===== src/hw/rtl/msfc_pkg.sv =====
// Shared types, constants and the CRC-16/ARC byte update for the motor status frame checker.
package msfc_pkg;

  localparam int MOTOR_RECORDS_DEF = 12;
  localparam int REC_BYTES = 5;
  localparam logic [15:0] CRC_POLY_REFL = 16'hA001;

  localparam logic CFG_CMD = 1'b0;
  localparam logic CFG_LEN = 1'b1;

  typedef enum logic [1:0] {
    STATUS_OK  = 2'd0,
    STATUS_HDR = 2'd1,
    STATUS_CRC = 2'd2
  } status_e;

  typedef struct packed {
    logic accept;
    logic out_load;
  } msfc_cmd_t;

  typedef struct packed {
    logic frame_end;
    logic slot_free;
    logic emit_last;
  } msfc_sts_t;

  function automatic logic [15:0] crc16_arc_byte(logic [15:0] crc, logic [7:0] data);
    logic [15:0] c;
    c = crc ^ {8'h00, data};
    for (int k = 0; k < 8; k++) begin
      c = c[0] ? ((c >> 1) ^ CRC_POLY_REFL) : (c >> 1);
    end
    return c;
  endfunction

endpackage


===== src/hw/rtl/msfc_ctrl.sv =====
// Controller: byte intake and per-record emission sequencing.
module msfc_ctrl (
  input  logic                clk_i,
  input  logic                rst_ni,
  input  logic                in_valid_i,
  output logic                in_ready_o,
  input  msfc_pkg::msfc_sts_t sts_i,
  output msfc_pkg::msfc_cmd_t cmd_o
);

  typedef enum logic [1:0] {
    ST_RX,
    ST_RD,
    ST_LD
  } state_e;

  state_e state_q, state_d;
  logic   rdy_q, rdy_d;

  always_comb begin
    cmd_o.accept   = in_valid_i && rdy_q;
    cmd_o.out_load = (state_q == ST_LD) && sts_i.slot_free;
  end

  always_comb begin
    state_d = state_q;
    rdy_d   = rdy_q;
    unique case (state_q)
      ST_RX: begin
        if (cmd_o.accept && sts_i.frame_end) begin
          state_d = ST_RD;
          rdy_d   = 1'b0;
        end
      end
      ST_RD: begin
        state_d = ST_LD;
      end
      ST_LD: begin
        if (cmd_o.out_load) begin
          if (sts_i.emit_last) begin
            state_d = ST_RX;
            rdy_d   = 1'b1;
          end else begin
            state_d = ST_RD;
          end
        end
      end
      default: begin
        state_d = ST_RX;
        rdy_d   = 1'b1;
      end
    endcase
  end

  always_ff @(posedge clk_i or negedge rst_ni) begin
    if (!rst_ni) begin
      state_q <= ST_RX;
      rdy_q   <= 1'b1;
    end else begin
      state_q <= state_d;
      rdy_q   <= rdy_d;
    end
  end

  assign in_ready_o = rdy_q;

`ifndef ASSERT_OFF
  a_rdy_only_rx: assert property (@(posedge clk_i) disable iff (!rst_ni)
    rdy_q |-> (state_q == ST_RX))
    else $error("input ready outside intake state");
  a_load_after_read: assert property (@(posedge clk_i) disable iff (!rst_ni)
    (state_q == ST_LD) |-> ($past(state_q) == ST_RD || $past(state_q) == ST_LD))
    else $error("output load without preceding store read");
  a_end_leaves_rx: assert property (@(posedge clk_i) disable iff (!rst_ni)
    (cmd_o.accept && sts_i.frame_end) |=> (state_q == ST_RD && !rdy_q))
    else $error("frame end did not start emission");
`endif

endmodule


===== src/hw/rtl/msfc_dp.sv =====
// Datapath: position count, CRC, header check, record store and output register.
module msfc_dp #(
  parameter int MOTOR_RECORDS = msfc_pkg::MOTOR_RECORDS_DEF
) (
  input  logic                clk_i,
  input  logic                rst_ni,
  input  logic                cfg_we_i,
  input  logic                cfg_idx_i,
  input  logic [7:0]          cfg_wdata_i,
  input  logic [7:0]          rx_byte_i,
  input  logic                first_byte_i,
  input  msfc_pkg::msfc_cmd_t cmd_i,
  output msfc_pkg::msfc_sts_t sts_o,
  output logic                out_valid_o,
  input  logic                out_ready_i,
  output logic [1:0]          status_o,
  output logic [3:0]          motor_index_o,
  output logic [7:0]          rec_id_o,
  output logic signed [15:0]  position_o,
  output logic signed [15:0]  current_o,
  output logic                last_o
);

  localparam int FRAME_BYTES = 4 + msfc_pkg::REC_BYTES * MOTOR_RECORDS;
  localparam int PW = $clog2(FRAME_BYTES + 1);
  localparam int IW = (MOTOR_RECORDS > 1) ? $clog2(MOTOR_RECORDS) : 1;
  localparam logic [2:0] OFF_ID     = 3'd0;
  localparam logic [2:0] OFF_POS_HI = 3'd1;
  localparam logic [2:0] OFF_POS_LO = 3'd2;
  localparam logic [2:0] OFF_CUR_HI = 3'd3;
  localparam logic [2:0] OFF_CUR_LO = 3'd4;

  logic [7:0]        exp_cmd_q, exp_len_q;
  logic [PW-1:0]     bpos_q;
  logic [15:0]       crc_q;
  logic              hdr_q;
  logic [2:0]        off_q;
  logic [IW-1:0]     rec_q;
  logic [7:0]        crc_lo_q, hi_q, id_q;
  logic [15:0]       posv_q;
  logic [39:0]       rec_mem [MOTOR_RECORDS];
  logic [39:0]       rd_q;
  logic [IW-1:0]     emit_idx_q;
  msfc_pkg::status_e err_q;
  logic              out_valid_q;
  msfc_pkg::status_e status_q;
  logic [3:0]        midx_q;
  logic [7:0]        mid_q;
  logic [15:0]       mpos_q, mcur_q;
  logic              last_q;

  logic [PW-1:0]     p;
  logic              active, body, crc_span, wr_en;
  logic [15:0]       crc_base;
  logic [15:0]       got_crc;
  msfc_pkg::status_e frame_sts;
  logic [31:0]       idx_ext;

  always_comb begin
    p         = first_byte_i ? '0 : bpos_q;
    active    = p < PW'(FRAME_BYTES);
    crc_span  = p < PW'(FRAME_BYTES - 2);
    body      = (p >= PW'(2)) && crc_span;
    wr_en     = body && (off_q == OFF_CUR_LO);
    crc_base  = first_byte_i ? 16'h0000 : crc_q;
    got_crc   = {rx_byte_i, crc_lo_q};
    if (!hdr_q) begin
      frame_sts = msfc_pkg::STATUS_HDR;
    end else if (got_crc != crc_q) begin
      frame_sts = msfc_pkg::STATUS_CRC;
    end else begin
      frame_sts = msfc_pkg::STATUS_OK;
    end
    idx_ext   = 32'(emit_idx_q);
  end

  always_comb begin
    sts_o.frame_end = (p == PW'(FRAME_BYTES - 1));
    sts_o.slot_free = !out_valid_q || out_ready_i;
    sts_o.emit_last = (err_q != msfc_pkg::STATUS_OK) ||
                      (emit_idx_q == IW'(MOTOR_RECORDS - 1));
  end

  always_ff @(posedge clk_i or negedge rst_ni) begin
    if (!rst_ni) begin
      exp_cmd_q <= '0;
      exp_len_q <= '0;
    end else if (cfg_we_i) begin
      unique case (cfg_idx_i)
        msfc_pkg::CFG_CMD: exp_cmd_q <= cfg_wdata_i;
        msfc_pkg::CFG_LEN: exp_len_q <= cfg_wdata_i;
        default: ;
      endcase
    end
  end

  always_ff @(posedge clk_i or negedge rst_ni) begin
    if (!rst_ni) begin
      bpos_q     <= '0;
      crc_q      <= '0;
      hdr_q      <= 1'b0;
      off_q      <= OFF_ID;
      rec_q      <= '0;
      err_q      <= msfc_pkg::STATUS_OK;
      emit_idx_q <= '0;
    end else begin
      if (cmd_i.accept && active) begin
        bpos_q <= p + PW'(1);
        if (crc_span) begin
          crc_q <= msfc_pkg::crc16_arc_byte(crc_base, rx_byte_i);
        end
        if (p == PW'(0)) begin
          hdr_q <= (rx_byte_i == exp_cmd_q);
        end else if (p == PW'(1)) begin
          hdr_q <= hdr_q && (rx_byte_i == exp_len_q);
        end
        if (body) begin
          if (off_q == OFF_CUR_LO) begin
            off_q <= OFF_ID;
            rec_q <= rec_q + IW'(1);
          end else begin
            off_q <= off_q + 3'd1;
          end
        end else begin
          off_q <= OFF_ID;
          rec_q <= '0;
        end
        if (sts_o.frame_end) begin
          err_q      <= frame_sts;
          emit_idx_q <= '0;
        end
      end else if (cmd_i.out_load) begin
        emit_idx_q <= emit_idx_q + IW'(1);
      end
    end
  end

  always_ff @(posedge clk_i) begin
    if (cmd_i.accept && active) begin
      if (body) begin
        case (off_q)
          OFF_ID:                 id_q   <= rx_byte_i;
          OFF_POS_HI, OFF_CUR_HI: hi_q   <= rx_byte_i;
          OFF_POS_LO:             posv_q <= {hi_q, rx_byte_i};
          default: ;
        endcase
      end
      if (p == PW'(FRAME_BYTES - 2)) begin
        crc_lo_q <= rx_byte_i;
      end
    end
  end

  always_ff @(posedge clk_i) begin
    if (cmd_i.accept && active && wr_en) begin
      rec_mem[rec_q] <= {id_q, posv_q, hi_q, rx_byte_i};
    end
    rd_q <= rec_mem[emit_idx_q];
  end

  always_ff @(posedge clk_i or negedge rst_ni) begin
    if (!rst_ni) begin
      out_valid_q <= 1'b0;
    end else if (cmd_i.out_load) begin
      out_valid_q <= 1'b1;
    end else if (out_ready_i) begin
      out_valid_q <= 1'b0;
    end
  end

  always_ff @(posedge clk_i) begin
    if (cmd_i.out_load) begin
      status_q <= err_q;
      last_q   <= sts_o.emit_last;
      if (err_q != msfc_pkg::STATUS_OK) begin
        midx_q <= '0;
        mid_q  <= '0;
        mpos_q <= '0;
        mcur_q <= '0;
      end else begin
        midx_q <= idx_ext[3:0];
        mid_q  <= rd_q[39:32];
        mpos_q <= rd_q[31:16];
        mcur_q <= rd_q[15:0];
      end
    end
  end

  assign out_valid_o   = out_valid_q;
  assign status_o      = status_q;
  assign motor_index_o = midx_q;
  assign rec_id_o      = mid_q;
  assign position_o    = mpos_q;
  assign current_o     = mcur_q;
  assign last_o        = last_q;

`ifndef ASSERT_OFF
  a_no_overwrite: assert property (@(posedge clk_i) disable iff (!rst_ni)
    cmd_i.out_load |-> (!out_valid_q || out_ready_i))
    else $error("output register overwritten while held");
  a_err_is_last: assert property (@(posedge clk_i) disable iff (!rst_ni)
    (out_valid_q && status_q != msfc_pkg::STATUS_OK) |-> last_q)
    else $error("error result not marked last");
  a_rec_in_range: assert property (@(posedge clk_i) disable iff (!rst_ni)
    (cmd_i.accept && active && wr_en) |-> (32'(rec_q) < MOTOR_RECORDS))
    else $error("record write beyond store");
  a_end_clears_idx: assert property (@(posedge clk_i) disable iff (!rst_ni)
    (cmd_i.accept && sts_o.frame_end) |=> (emit_idx_q == '0))
    else $error("emission index not restarted at frame end");
`endif

endmodule


===== src/hw/rtl/motor_status_frame_checker_top.sv =====
// Motor status frame checker top level: CRC-16/ARC checked deframer of motor records.
// Takes one frame byte per cycle while receiving. When the final CRC byte is taken,
// input stalls and the results leave through the output register: an error frame gives
// one result after the store-read and load states; a good frame gives one record per pass
// through the store-read and load states (the record store's registered read), each load
// waiting on output back-pressure, and bytes are taken again only after the last record.
module motor_status_frame_checker_top #(
  parameter int MOTOR_RECORDS = msfc_pkg::MOTOR_RECORDS_DEF
) (
  input  logic               clk_i,
  input  logic               rst_ni,
  input  logic               cfg_we_i,
  input  logic               cfg_idx_i,
  input  logic [7:0]         cfg_wdata_i,
  input  logic               in_valid_i,
  output logic               in_ready_o,
  input  logic [7:0]         rx_byte_i,
  input  logic               first_byte_i,
  output logic               out_valid_o,
  input  logic               out_ready_i,
  output logic [1:0]         status_o,
  output logic [3:0]         motor_index_o,
  output logic [7:0]         rec_id_o,
  output logic signed [15:0] position_o,
  output logic signed [15:0] current_o,
  output logic               last_o
);

  msfc_pkg::msfc_cmd_t cmd;
  msfc_pkg::msfc_sts_t sts;

  msfc_ctrl u_ctrl (
    .clk_i      (clk_i),
    .rst_ni     (rst_ni),
    .in_valid_i (in_valid_i),
    .in_ready_o (in_ready_o),
    .sts_i      (sts),
    .cmd_o      (cmd)
  );

  msfc_dp #(
    .MOTOR_RECORDS (MOTOR_RECORDS)
  ) u_dp (
    .clk_i         (clk_i),
    .rst_ni        (rst_ni),
    .cfg_we_i      (cfg_we_i),
    .cfg_idx_i     (cfg_idx_i),
    .cfg_wdata_i   (cfg_wdata_i),
    .rx_byte_i     (rx_byte_i),
    .first_byte_i  (first_byte_i),
    .cmd_i         (cmd),
    .sts_o         (sts),
    .out_valid_o   (out_valid_o),
    .out_ready_i   (out_ready_i),
    .status_o      (status_o),
    .motor_index_o (motor_index_o),
    .rec_id_o      (rec_id_o),
    .position_o    (position_o),
    .current_o     (current_o),
    .last_o        (last_o)
  );

endmodule


===== config.mk =====
export PLATFORM = sky130hd
export DESIGN_NAME = motor_status_frame_checker_top
export DESIGN_NICKNAME = d
export VERILOG_FILES = /design/src/hw/rtl/msfc_pkg.sv /design/src/hw/rtl/msfc_ctrl.sv /design/src/hw/rtl/msfc_dp.sv /design/src/hw/rtl/motor_status_frame_checker_top.sv
export SDC_FILE = /design/constraint.sdc
export NUM_CORES = 1
export LEC_CHECK = 0
export BUFFER_PORTS_ARGS = -buffer_cell sky130_fd_sc_hd__buf_2
export CAP_MARGIN = 20
export CORE_MARGIN = 3
export CORE_UTILIZATION = 53
export DETAILED_ROUTE_END_ITERATION = 10
export GPL_TIMING_DRIVEN = 0
export PLACE_DENSITY = 0.72
export REMOVE_ABC_BUFFERS = 1
export SLEW_MARGIN = 20
export SYNTH_ARGS = -nofsm -noshare
export SYNTH_HDL_FRONTEND = slang
export SYNTH_SLANG_ARGS = --single-unit
export TNS_END_PERCENT = 10

===== constraint.sdc =====
create_clock -name clk_i -period 3.15 [get_ports clk_i]
set_input_delay 0 -clock clk_i [delete_from_list [all_inputs] [get_ports clk_i]]
set_output_delay 0 -clock clk_i [all_outputs]
set_load 0.02 [all_outputs]

======== Word-level counts from Yosys, hierarchy flattened ========
Memory sizes are Yosys's and may differ from the RTL's. A register that Yosys moved wholly into a read port is not among the register bits.
Cells that the tools add are included.
cells by class
  add/sub/neg operators ................... 4
  $mul .................................... 0
  div/mod/pow operators ................... 0
  order comparisons ....................... 3
  equal/unequal tests ..................... 18
  shift-type cells ........................ 0
  muxes and demuxes ....................... 33
  bitwise operators ....................... 11
  reductions and logical operators ........ 32
operators by type and width
  operator                                             number
  2-to-1 mux 16 bit                                    9
  NOT 2 -> 3 bit                                       8
  2-to-1 mux 4 bit                                     5
  AND reduction 2 bit                                  9
  == test 8 bit                                        2
  inequality test 16 bit                               1
  XOR 16 x 8 -> 16 bit                                 1
  == test 7 x 6 -> 1 bit, second input constant        2
  2-to-1 mux 1 bit                                     10
  AND reduction 3 bit                                  3
  adder 4 x 1 -> 4 bit, second input constant          2
  logical AND 1 bit                                    8
  2-to-1 mux 2 bit                                     4
  inequality test 2 bit, second input constant         4
  nonzero test 2 bit                                   4
  adder 7 x 1 -> 7 bit, second input constant          1
  == test 7 x 1 -> 1 bit, second input constant        1
  >= comparator 7 x 2 -> 1 bit, second input constant  1
  logical NOT 7 bit                                    1
  < comparator 7 x 6 -> 1 bit, second input constant   1
  < comparator 7 bit, second input constant            1
  2-to-1 mux 7 bit                                     1
  == test 3 x 2 -> 1 bit, second input constant        2
  2-to-1 mux 3 bit                                     2
  16 further kinds                                     18
storage, ports and cells
  flip-flop bits (word level) ............. 144
  bits in latches ......................... 0
  memory bits (writable) .................. 480
  memory bits (read-only) ................. 0
  word-level logic and storage cells ...... 124
  memories ................................ 1
memory list
  name          depth  width  rd ports  clocked after Yosys merged registers in  write ports  RTL line       text
  u_dp.rec_mem  12     40     1         1                                        1            msfc_dp.sv:41  logic [39:0] rec_mem [MOTOR_RECORDS];

======== Longest topological paths before layout ========
Gate-level depths: netlist of run 1.
  depth after elaboration ................. 18
  depth in mapped cells ................... 8
  gate-level depth less buffers ........... 7

======== Modules after synthesis ========
From an unflattened synthesis of run 1, not the netlist that was laid out.
second synthesis, totals
  cell total of the unflattened synthesis .. 1279
  area, all modules ....................... 25202.9 um^2
modules (own cells, without submodules)
  module     times used  cells each  area each (um^2)  sequential area each (um^2)
  msfc_dp    1           1266        25054.0           19178.4
  msfc_ctrl  1           13          148.9             76.3

======== Least setup slack after synthesis of run 1 ========
No wires, ideal clock.
  path type ............................... register -> register
  start point ............................. register u_ctrl.rdy_q (netlist: u_ctrl.in_ready_o)
  end point ............................... register u_dp.posv_q[0], enable pin
  arrival ................................. 2976 ps
  data required time ...................... 2714 ps
  path slack .............................. -262 ps
  cell stages (with the launch flop) ...... 5
  cells stage by stage .................... dfstp_2 -> nand3_1 -> a21o_1 -> clkbuf_1 -> nor4b_1
on the way
  longest elaborated chain between the ends .. 3
ends and longest elaborated chain
  what                                  RTL line         text
  start, declared                       msfc_ctrl.sv:18  logic rdy_q, rdy_d;
  start signal, assigned                msfc_ctrl.sv:61  rdy_q <= rdy_d;
  logical AND 1 bit                     msfc_ctrl.sv:21  cmd_o.accept = in_valid_i && rdy_q;
  logical AND 1 bit                     msfc_dp.sv:139   if (cmd_i.accept && active) begin
  AND reduction 3 bit (no source line)  n/a
  end signal, assigned                  msfc_dp.sv:144   OFF_POS_LO: posv_q <= {hi_q, rx_byte_i};
  end, declared                         msfc_dp.sv:40    logic [15:0] posv_q;
No other way between the ends.
A chain may end at the register's enable or synchronous reset.

======== Worst setup path in the final report of run 1 ========
  start point ............................. register u_ctrl.rdy_q (netlist: u_ctrl.in_ready_o)
  end point ............................... memory u_dp.rec_mem[2][12], enable pin
on the way
  longest elaborated chain between the ends .. 5
ends and longest elaborated chain
  what                                    RTL line         text
  logical AND 1 bit                       msfc_ctrl.sv:21
  logical AND 1 bit (2 in series)         msfc_dp.sv:155   if (cmd_i.accept && active && wr_en) begin
  2-to-1 mux 1 bit                        msfc_dp.sv:155
  2-to-1 mux 1 bit (implied by the code)  msfc_dp.sv:156   rec_mem[rec_q] <= {id_q, posv_q, hi_q, rx_byte_i};
  end, declared                           msfc_dp.sv:41
No other way between the ends.

==> results by group, run 1 <==
Clock tree
  • Setup Fix Bufs, Post-CTS: 0
  • Clock sink total: 664
  • Clock transition at path regs: 60 ps
  • Root buf cell: clkbuf_16
  • H-tree Lvls: 3
  • Worst-Skew Late Latency: 580 ps
  • CTS buffer count: 68
  • Clock Tree Buf Depth: 3
  • CTS tree: yes

Worst setup path
  • FF-to-FF Start: u_ctrl.in_ready_o
  • FF-to-FF End: u_dp.rec_mem[2][12]
  • Critical Path RT: 3410 ps
  • Worst-path fanout max: 37
  • Reg2reg path depth: 6
  • Worst setup path end: u_dp.rec_mem[2][12]
  • CP startpoint: u_ctrl.in_ready_o
  • Crit Path Class: flip-flop to flip-flop
  • Startpoint class of the critical path: flip-flop
  • Reg2reg setup slack: 120 ps
  • Arr. time, crit path: 3290 ps
  • Critical Path End Type: flip-flop

Synthesis
  • Synth Cell Area: 25,100 sq um
  • Synth area leaders: edfxtp_1 68%, mux4_2 11%, dfrtp_1 5.6%
  • Ys async rst share: 0.0858
  • Post-synthesis sequential area ratio: 0.766
  • Synth area leader: edfxtp_1
  • #FFs+latches synth: 664
  • Distinct cells, synth: 45
  • Warning count from the yosys run: 0
  • Top FF cell, synth: edfxtp_1
  • Area share of the leading cell type in the synthesized netlist: 0.677
  • Post-synth EDFFs: 567
  • Syn avg cell area: 19.6 sq um
  • Synthesized instance count: 1,282

Cells and area
  • Syn-to-layout area delta: 15.5%
  • Final Cell Area: 29,100 sq um
  • Filler cell count: 3,170
  • Layout cells sized above 1: 0.242
  • Most common library cell in the layout ignoring fill and taps: edfxtp_1
  • Highest-count cells in the layout ignoring fill and taps: 567 x edfxtp_1, 120 x mux4_2, 80 x nand2_1, 73 x buf_2, 68 x clkbuf_16
  • Count of nets after finishing: 1,449

Timing
  • Hold Vio Cnt, Final: 0
  • Fin Clk Skew: 17.3 ps
  • Final setup fails: 0
  • Fin crit period: 3030 ps
  • Final Cycle Share: 0.961
  • Setup TNS: 0 ps
  • Final WS setup: 124 ps
  • Max Slew Vio Count: 0
  • Slew of the pin with the lowest slew margin: 748 ps
  • RSZ-0062 raised after global routing: false
  • Relative slew margins: 0.501
  • Fmax: 330 MHz

Placement
  • Number of I/O port buffers: 71
  • Global placement routability congestion: 0.766
  • Hpwl dp: 25,900 um
  • Dpl ws: -326 ps
  • Placed cell area: 26,700 sq um

Floorplanning
  • Num rows: 79
  • Die width: 224 um
  • DIE AREA: 50,100 sq um
  • Die Span Y: 224 um
  • IO Count: 72
  • Core area: 46,800 sq um
  • Initial core utilization: 0.538

Drt
  • Routed wire per std cell: 23.1 um
  • DRC viols: 0
  • Final antenna-violating net count: 0
  • Total number of vias: 12,000
  • Initial detailed-routing violation count: 1,081
  • Vias per cell: 5.76
  • Routed wire length: 47,900 um
  • DR pass1 iterations: 5

Pwr
  • Pwr/cell area: 806 nW/um^2
  • Peak supply drop: 529 uV
  • Leak pwr: 0.00961 uW

Outcome
  • Status: complete, no violations

Job
  • Maximum capacitance violations: 0

GRT
  • First-pass GRT wire length: 74,900 um
  • Grt total ovfl: 0
  • Pin count of the biggest net entering global routing: 58
  • Total GRT Usage: 0.199
  • Initial antenna violation count: 0
  • Number of global-route vias before repair: 12,400

Min path
  • Min-delay worst type: input port to async pin
## worst max-delay path, cell delays in order, from the launching register on
cell and delay, ps:
dfstp_2 600, nand3_1 300, a21o_4 430, nor4_4 340, nor2b_1 350, and2_4 400, buf_12 280
## report_power, final
group	switching (uW)	internal, uW	leakage, uW
clock	3180	4460	0.00103
combinational	2240	2560	0.00243
sequential	676	10300	0.00616
total	6100	17300	0.00961
## flip-flops by register name (all words and copies together), names as in the netlist, 7 cells and up
signal	count
u_dp.crc_lo_q	8
u_dp.posv_q	16
u_dp.position_o	16
u_dp.bpos_q	7
u_dp.rec_mem	480
u_dp.id_q	8
u_dp.exp_cmd_q	8
u_dp.current_o	16
u_dp.hi_q	8
u_dp.crc_q	16
u_dp.rd_q	40
u_dp.rec_id_o	8
u_dp.exp_len_q	8
## repair_timing
action / 4_1_cts / 5_1_grt
resized for setup: 3 / 1
endpoints found under the hold margin: 210 / 0
setup endpoints to repair: 321 / 88
hold buffers: 24 / 0
## metal layers
| layer | track usage | wire [um] |
|---|---|---|
| met3 | 0.0380 | 2980 |
| met4 | 0.0508 | 850 |
| met1 | 0.285 | 20700 |
| met5 | 0 | 0 |
| met2 | 0.322 | 23400 |
## how the worst min path moves through the flow
| stage | cells past startpoint | from | to |
|---|---|---|---|
| CTS | 2 | rst_ni | u_dp.crc_q[0] |
| global placement | 2 | cfg_wdata_i[2] | u_dp.exp_cmd_q[2] |
| floorplan | 0 | rst_ni | u_ctrl.state_q[0] |
| global route | 2 | rst_ni | u_dp.crc_q[8] |
| detailed placement | 1 | rst_ni | u_dp.crc_q[0] |
| finish | 2 | rst_ni | u_dp.crc_q[1] |
## area by class of cell
cell class / count / area, sq um / area share
Clock inverter: 31 / 304 / 0.0105
Antenna cell: 1 / 2.50 / 0.0000861
Sequential cell: 664 / 19300 / 0.663
Inverter: 6 / 22.5 / 0.000775
Multi-Input combinational cell: 550 / 5710 / 0.196
Tap cell: 607 / 759 / 0.0261
Timing Repair Buffer: 124 / 1180 / 0.0406
Clock buffer: 94 / 1810 / 0.0623
## metrics by stage
| step | power, uW | hold WS, ps | utilization | instances |
|---|---|---|---|---|
| after CTS | 23700 | 30.6 | 0.621 | 2076 |
| after global routing | 24500 | 82.5 | 0.621 | 2076 |
| after detailed placement | 16000 | 116 | 0.571 | 1927 |
| final | 23400 | 14.5 | 0.621 | 2077 |
| after floorplan | 14500 | -296 | - | 1220 |
| after global placement | 15000 | 245 | 0.556 | 1898 |
## synthesized netlist by cell type, types with 2 or more instances
library cell / number
edfxtp_1: 567
mux4_2: 120
nand2_1: 80
o21ai_0: 65
dfrtp_1: 56
and2_1: 54
dfxtp_1: 40
mux2i_1: 40
xnor2_1: 40
clkbuf_1: 37
xor2_1: 25
buf_2: 19
mux2_2: 17
nor2_1: 17
ha_1: 12
nand2b_1: 12
nand3_1: 9
and3_1: 8
nand4_1: 7
inv_1: 6
nor2b_1: 6
nor3_1: 6
a21oi_1: 5
buf_1: 5
nor4_1: 4
a22o_1: 3
a21o_1: 2
nand3b_1: 2
nor4b_1: 2
## cell families after synthesis
family | count (synthesis) | synth area share
flip-flops | 664 | 0.766
buffers and inverters | 68 | 0.0112
multiplexers | 177 | 0.131
adder cells (fa/ha/maj) | 12 | 0.00597
XOR/XNOR | 68 | 0.0256
AO/OA/AOI/OAI | 79 | 0.0168
AND/OR/NAND/NOR | 214 | 0.0438
Power figures use the tool's default switching activity.
==> run 2, diff against run 1 <==
BUFFER_PORTS_ARGS = -buffer_cell sky130_fd_sc_hd__clkbuf_2   (was -buffer_cell sky130_fd_sc_hd__buf_2)
RECOVER_POWER = 25   (was default)
==> results by group, run 2 (synthesis results as in run 1) <==
Worst setup path
  • Critical Path RT: 3400 ps (about the same)
  • Reg2reg path depth: 6 (unchanged)
  • Arr. time, crit path: 3220 ps (-70 ps)
  • Critical Path End Type: flip-flop
  • Worst-path fanout max: 37 (unchanged)
  • Startpoint class of the critical path: flip-flop
  • Crit Path Class: flip-flop to flip-flop
  • Reg2reg setup slack: 170 ps (+50 ps)

Drt
  • Initial detailed-routing violation count: 1,125 (+4.1%)
  • DRC viols: 0 (unchanged)
  • Final antenna-violating net count: 0 (unchanged)
  • Total number of vias: 11,900 (-0.50%)
  • Routed wire per std cell: 23.6 um (+2.3%)
  • Wl on met1: 20,600 um (-0.44%)
  • Vias per cell: 5.77 (about the same)
  • Routed wl met3: 2990 um (+0.20%)
  • Routed wire length: 48,700 um (+1.7%)
  • WL met2: 24,000 um (+2.6%)
  • DR pass1 iterations: 5 (unchanged)
  • Max layer used: met5

Pwr
  • Peak supply drop: 564 uV (+6.7%)
  • Total Power: 23,500 uW (+0.36%)
  • Leak pwr: 0.00959 uW (-0.16%)
  • Pwr/cell area: 810 nW/um^2 (+0.50%)

Timing
  • Final Cycle Share: 0.946 (-0.0150)
  • Slew of the pin with the lowest slew margin: 1480 ps (+728 ps)
  • Final setup fails: 0 (unchanged)
  • Max Slew Vio Count: 0 (unchanged)
  • Worst Hold Slack: 41.4 ps (+26.9 ps)
  • Fmax: 336 MHz (+1.6%)
  • Setup TNS: 0 ps (unchanged)
  • Relative slew margins: 0.0157 (-0.485)
  • RSZ-0062 raised after global routing: false
  • Fin Clk Skew: 29.5 ps (+12.3 ps)
  • Hold Vio Cnt, Final: 0 (unchanged)
  • Fin crit period: 2980 ps (-47.2 ps)

Cells and area
  • Filler cell count: 3,189 (+0.60%)
  • # diodes: 0 (-1)
  • Syn-to-layout area delta: 15.4%
  • Post-Route Utilization: 0.621 (-0.000856)
  • Count of nets after finishing: 1,441 (-0.55%)
  • Layout cells sized above 1: 0.242 (about the same)
  • Max reg flops: 480 (unchanged)
  • Largest registers: u_dp.rec_mem (480), u_dp.rd_q (40)
  • Final Instance Count excl. Fillers: 2,065 (-0.58%)
  • Biggest register: u_dp.rec_mem
  • Highest-count cells in the layout ignoring fill and taps: 567 x edfxtp_1, 120 x mux4_2, 80 x nand2_1, 69 x clkbuf_16, 65 x o21ai_0
  • Most common library cell in the layout ignoring fill and taps: edfxtp_1

Placement
  • Number of I/O port buffers: 71 (unchanged)
  • Global placement routability congestion: 0.755 (-1.4%)
  • Hpwl dp: 25,800 um (-0.52%)
  • Placed Instances: 1,927 (unchanged)

Job
  • Maximum capacitance violations: 0 (unchanged)

Floorplanning
  • Die width: 224 um (unchanged)
  • Initial core utilization: 0.538 (unchanged)
  • IO Count: 72 (unchanged)
  • Die Span Y: 224 um (unchanged)
  • Num rows: 79 (unchanged)
  • DIE AREA: 50,100 sq um (unchanged)
  • Core area: 46,800 sq um (unchanged)

Clock tree
  • H-tree Lvls: 3 (unchanged)
  • CTS buffer count: 66 (-2.9%)
  • Clock sink total: 664 (unchanged)
  • Root buf cell: clkbuf_16
  • Clock Tree Buf Depth: 3 (unchanged)
  • CTS tree: yes
  • Clock transition at path regs: 60 ps (about the same)
  • Worst-Skew Late Latency: 580 ps (about the same)

Outcome
  • Status: complete, no violations

Min path
  • WHS Path Cells: 3
  • Min-delay worst type: input port to flip-flop

GRT
  • Total GRT Usage: 0.201 (+0.00246)
  • Number of global-route vias before repair: 12,500 (+0.064%)
  • First-pass GRT wire length: 75,400 um (+0.67%)
  • Initial antenna violation count: 2 (+2)
  • Pin count of the biggest net entering global routing: 50 (-14%)
  • Grt total ovfl: 0 (unchanged)
run 2: changes by cell type in the layout (fill, tap and decap cells not counted), moves of 2 or more:
cell,before,now
buf_4,4,2
dlygate4sd3_1,24,15
buf_2,73,4
inv_6,5,3
clkbuf_2,0,62
clkinv_2,8,10
and2_2,0,2
run 2: report_power, final:
| group | internal (uW) | total (uW) | switching (uW) |
|---|---|---|---|
| sequential | 10300 | 10900 | 648 |
| combinational | 2540 | 4830 | 2290 |
| clock | 4560 | 7720 | 3150 |
| total | 17400 | 23500 | 6090 |
run 2: layout make-up:
cell class,instances,area [sq um],share of cell area
Sequential cell,664,19300,0.664
Multi-Input combinational cell,552,5730,0.197
Clock buffer,88,1820,0.0627
Timing Repair Buffer,116,1100,0.0379
Tap cell,607,759,0.0262
Clock inverter,32,314,0.0108
Inverter,6,22.5,0.000776
run 2: path summary, 6_finish.rpt:
check,from,to
min reg2reg,u_dp.rd_q[31],u_dp.position_o[15]
min,cfg_we_i,u_dp.exp_len_q[7]
max in group asynchronous,rst_ni,u_dp.emit_idx_q[3]
max,u_ctrl.in_ready_o,u_dp.rec_mem[3][32]
min in group asynchronous,rst_ni,u_dp.crc_q[1]
max reg2reg,u_ctrl.in_ready_o,u_dp.rec_mem[3][32]
run 2: metal layers:
layer	up-vias	GRT usage
li1	5278	-
met1	6138	0.284
met2	398	0.327
met3	90	0.0346
met4	2	0.0646
met5	-	0
run 2: timing repair:
item                       CTS  global route
hold endpoints to repair    84             0
pin swaps                    1             0
gates cloned                 2             0
gates resized for setup      4             3
setup endpoints to repair  351           152
hold buffers                15             0
buffers inserted             1             0
run 2: critical path, stage by stage, from the launching register on:
cell     delay, ps
dfstp_2        580
nand3_1        280
a21o_4         420
nor4_4         380
nor2b_4        330
and2_4         350
buf_12         280
run 2: stage by stage:
stage	area, sq um	setup slack, ps
after floorplan	24900	-2600
after global placement	26000	-5060
after detailed placement	26700	-390
after CTS	29000	9.59
after global routing	29000	3.95
final	29000	171
==> run 3, diff against run 2 <==
clock period = 2.54 ns   (was 3.15 ns; I/O delays follow)
==> results by group, run 3 (synthesis results as in run 1) <==
Cells and area
  • Filler cell count: 3,113 (-2.4%)
  • Biggest register: u_dp.rec_mem
  • # diodes: 0 (unchanged)
  • Largest registers: u_dp.rec_mem (480), u_dp.rd_q (40)
  • Count of nets after finishing: 1,478 (+2.6%)
  • Highest-count cells in the layout ignoring fill and taps: 567 x edfxtp_1, 120 x mux4_2, 80 x nand2_1, 72 x clkbuf_16
  • Max reg flops: 480 (unchanged)
  • Syn-to-layout area delta: 17.7%
  • Post-Route Utilization: 0.633 (+0.0123)
  • Final Cell Area: 29,600 sq um (+2.0%)
  • Most common library cell in the layout ignoring fill and taps: edfxtp_1
  • Layout cells sized above 1: 0.268 (+0.0254)

Timing
  • Hold Vio Cnt, Final: 0 (unchanged)
  • Final Cycle Share: 1.03 (+0.0850)
  • Worst Hold Slack: 39.4 ps (-1.96 ps)
  • Max Slew Vio Count: 0 (unchanged)
  • Fin Clk Skew: 33.6 ps (+4.09 ps)
  • Setup TNS: -2840 ps (-2840 ps)
  • Fmax: 382 MHz (+14%)
  • Final WS setup: -77.7 ps (-249 ps)
  • Slew of the pin with the lowest slew margin: 1460 ps (-21.2 ps)
  • Fin crit period: 2620 ps (-361 ps)
  • Relative slew margins: 0.0298 (+0.0141)
  • Final setup fails: 108 (+108)
  • RSZ-0062 raised after global routing: true

Placement
  • Hpwl dp: 25,800 um (unchanged)
  • Placed cell area: 26,700 sq um (unchanged)
  • Global placement routability congestion: 0.755 (unchanged)
  • Number of I/O port buffers: 71 (unchanged)

Drt
  • Final antenna-violating net count: 0 (unchanged)
  • DRC viols: 0 (unchanged)
  • Vias per cell: 5.84 (+1.3%)
  • Total number of vias: 12,300 (+3.1%)
  • DR pass1 iterations: 7 (+2)
  • Routed wire per std cell: 25.2 um (+6.6%)
  • Initial detailed-routing violation count: 1,197 (+6.4%)
  • Routed wire length: 52,900 um (+8.5%)

Clock tree
  • Clock Tree Buf Depth: 3 (unchanged)
  • Worst-Skew Late Latency: 590 ps (about the same)
  • H-tree Lvls: 3 (unchanged)
  • CTS buffer count: 66 (unchanged)
  • Clock sink total: 664 (unchanged)
  • CTS tree: yes
  • Root buf cell: clkbuf_16
  • Clock transition at path regs: 70 ps (about the same)

Outcome
  • Failing checks: setup timing
  • Status: finished with violations

Worst setup path
  • WP buf/inv: 3 (+2)
  • Reg2reg path depth: 7 (+1)
  • FF-to-FF Start: u_dp.bpos_q[4]
  • Arr. time, crit path: 2890 ps (-330 ps)
  • Critical Path End Type: flip-flop
  • Top Family by Delay on Critical Path: simple AND/OR/NAND/NOR gates
  • Critical Path RT: 2810 ps (-590 ps)
  • FF-to-FF End: u_dp.hi_q[7]
  • Crit-path max cell delay: 680 ps (+100 ps)
  • Startpoint class of the critical path: flip-flop
  • Worst-path fanout max: 5 (-86%)
  • Reg2reg setup slack: -80 ps (-250 ps)
  • Cell-by-cell trace of the critical path: and3_4 -> and3_4 -> a21o_4 -> buf_4 -> buf_4 -> nor4_2 -> buf_2
  • Worst path slowest cell: nor4_2
  • Crit Path Class: flip-flop to flip-flop

Min path
  • Hold Startpoint: cfg_we_i
  • Hold path endpoint: u_dp.exp_len_q[3]
  • Min-delay worst type: input port to flip-flop
  • WHS Path Cells: 3 (unchanged)

Pwr
  • Total Power: 29,500 uW (+26%)
  • Peak supply drop: 746 uV (+32%)
  • Leak pwr: 0.00986 uW (+2.8%)
  • Pwr/cell area: 997 nW/um^2 (+23%)

Floorplanning
  • Initial core utilization: 0.538 (unchanged)
  • DIE AREA: 50,100 sq um (unchanged)
  • Die Span Y: 224 um (unchanged)
  • Die width: 224 um (unchanged)
  • Num rows: 79 (unchanged)
  • Core area: 46,800 sq um (unchanged)
  • IO Count: 72 (unchanged)

GRT
  • Total GRT Usage: 0.210 (+0.00841)
  • Grt total ovfl: 0 (unchanged)
  • First-pass GRT wire length: 78,200 um (+3.7%)
  • Pin count of the biggest net entering global routing: 50 (unchanged)
  • Number of global-route vias before repair: 12,700 (+2.1%)
  • Initial antenna violation count: 1 (-1)

Job
  • Maximum capacitance violations: 0 (unchanged)
run 3: worst reg2reg max path: stages (launching register included):
cell and delay, ps:
dfrtp_1 390, and3_4 190, and3_4 170, a21o_4 230, buf_4 140, buf_4 150
nor4_2 680, buf_2 360
run 3: worst max-delay path by stage:
| stage | slack [ps] | end | from | cells after the start |
|---|---|---|---|---|
| finish | -80 | u_dp.hi_q[7] | u_dp.bpos_q[4] | 7 |
| global route | -110 | u_dp.rec_mem[0][26] | u_dp.bpos_q[0] | 10 |
| CTS | -50 | u_dp.rec_mem[0][14] | u_dp.bpos_q[4] | 8 |
| detailed placement | -1000 | u_dp.rec_mem[2][18] | first_byte_i | 8 |
| global placement | -5670 | u_dp.rd_q[7] | u_dp.emit_idx_q[0] | 3 |
| floorplan | -3210 | u_dp.rd_q[0] | u_dp.emit_idx_q[0] | 3 |
run 3: what timing repair did:
| item | 4_1_cts | 5_1_grt |
|---|---|---|
| pin swaps | 7 | 3 |
| gates resized for setup | 21 | 14 |
| setup buffers | 23 | 8 |
| setup endpoints to repair | 514 | 462 |
| cloned | 7 | 3 |
| hold buffers | 14 | 0 |
| endpoints found under the hold margin | 86 | 0 |
run 3: area by class of cell:
class                   instances  area (sq um)  area share
clock inverters                32           314      0.0106
clock buffers                  88          1820      0.0614
flip-flops and latches        664         19300       0.651
well taps                     607           759      0.0257
inverters                       6          22.5    0.000761
multi-input cells             553          5790       0.196
repair buffers                152          1610      0.0544
run 3: per-layer routing:
layer / up-vias / GRT usage / part of all wire
met2: 486 / 0.343 / 0.50
met3: 108 / 0.0356 / 0.066
met1: 6335 / 0.292 / 0.40
met4: 2 / 0.0737 / 0.030
li1: 5347 / - / -
met5: - / 0 / 0.00021
run 3: stage by stage:
step           cells  setup WS (ps)
3_5_place_dp    1927          -1000
4_1_cts         2091          -45.1
6_report        2102          -77.7
2_1_floorplan   1220          -3210
5_1_grt         2102           -112
3_3_place_gp    1898          -5670
run 3: report_power, final:
| group | total, uW | switching [uW] | internal, uW |
|---|---|---|---|
| clock network | 9640 | 3980 | 5660 |
| registers | 13500 | 755 | 12800 |
| logic | 6340 | 3040 | 3300 |
| total | 29500 | 7770 | 21700 |
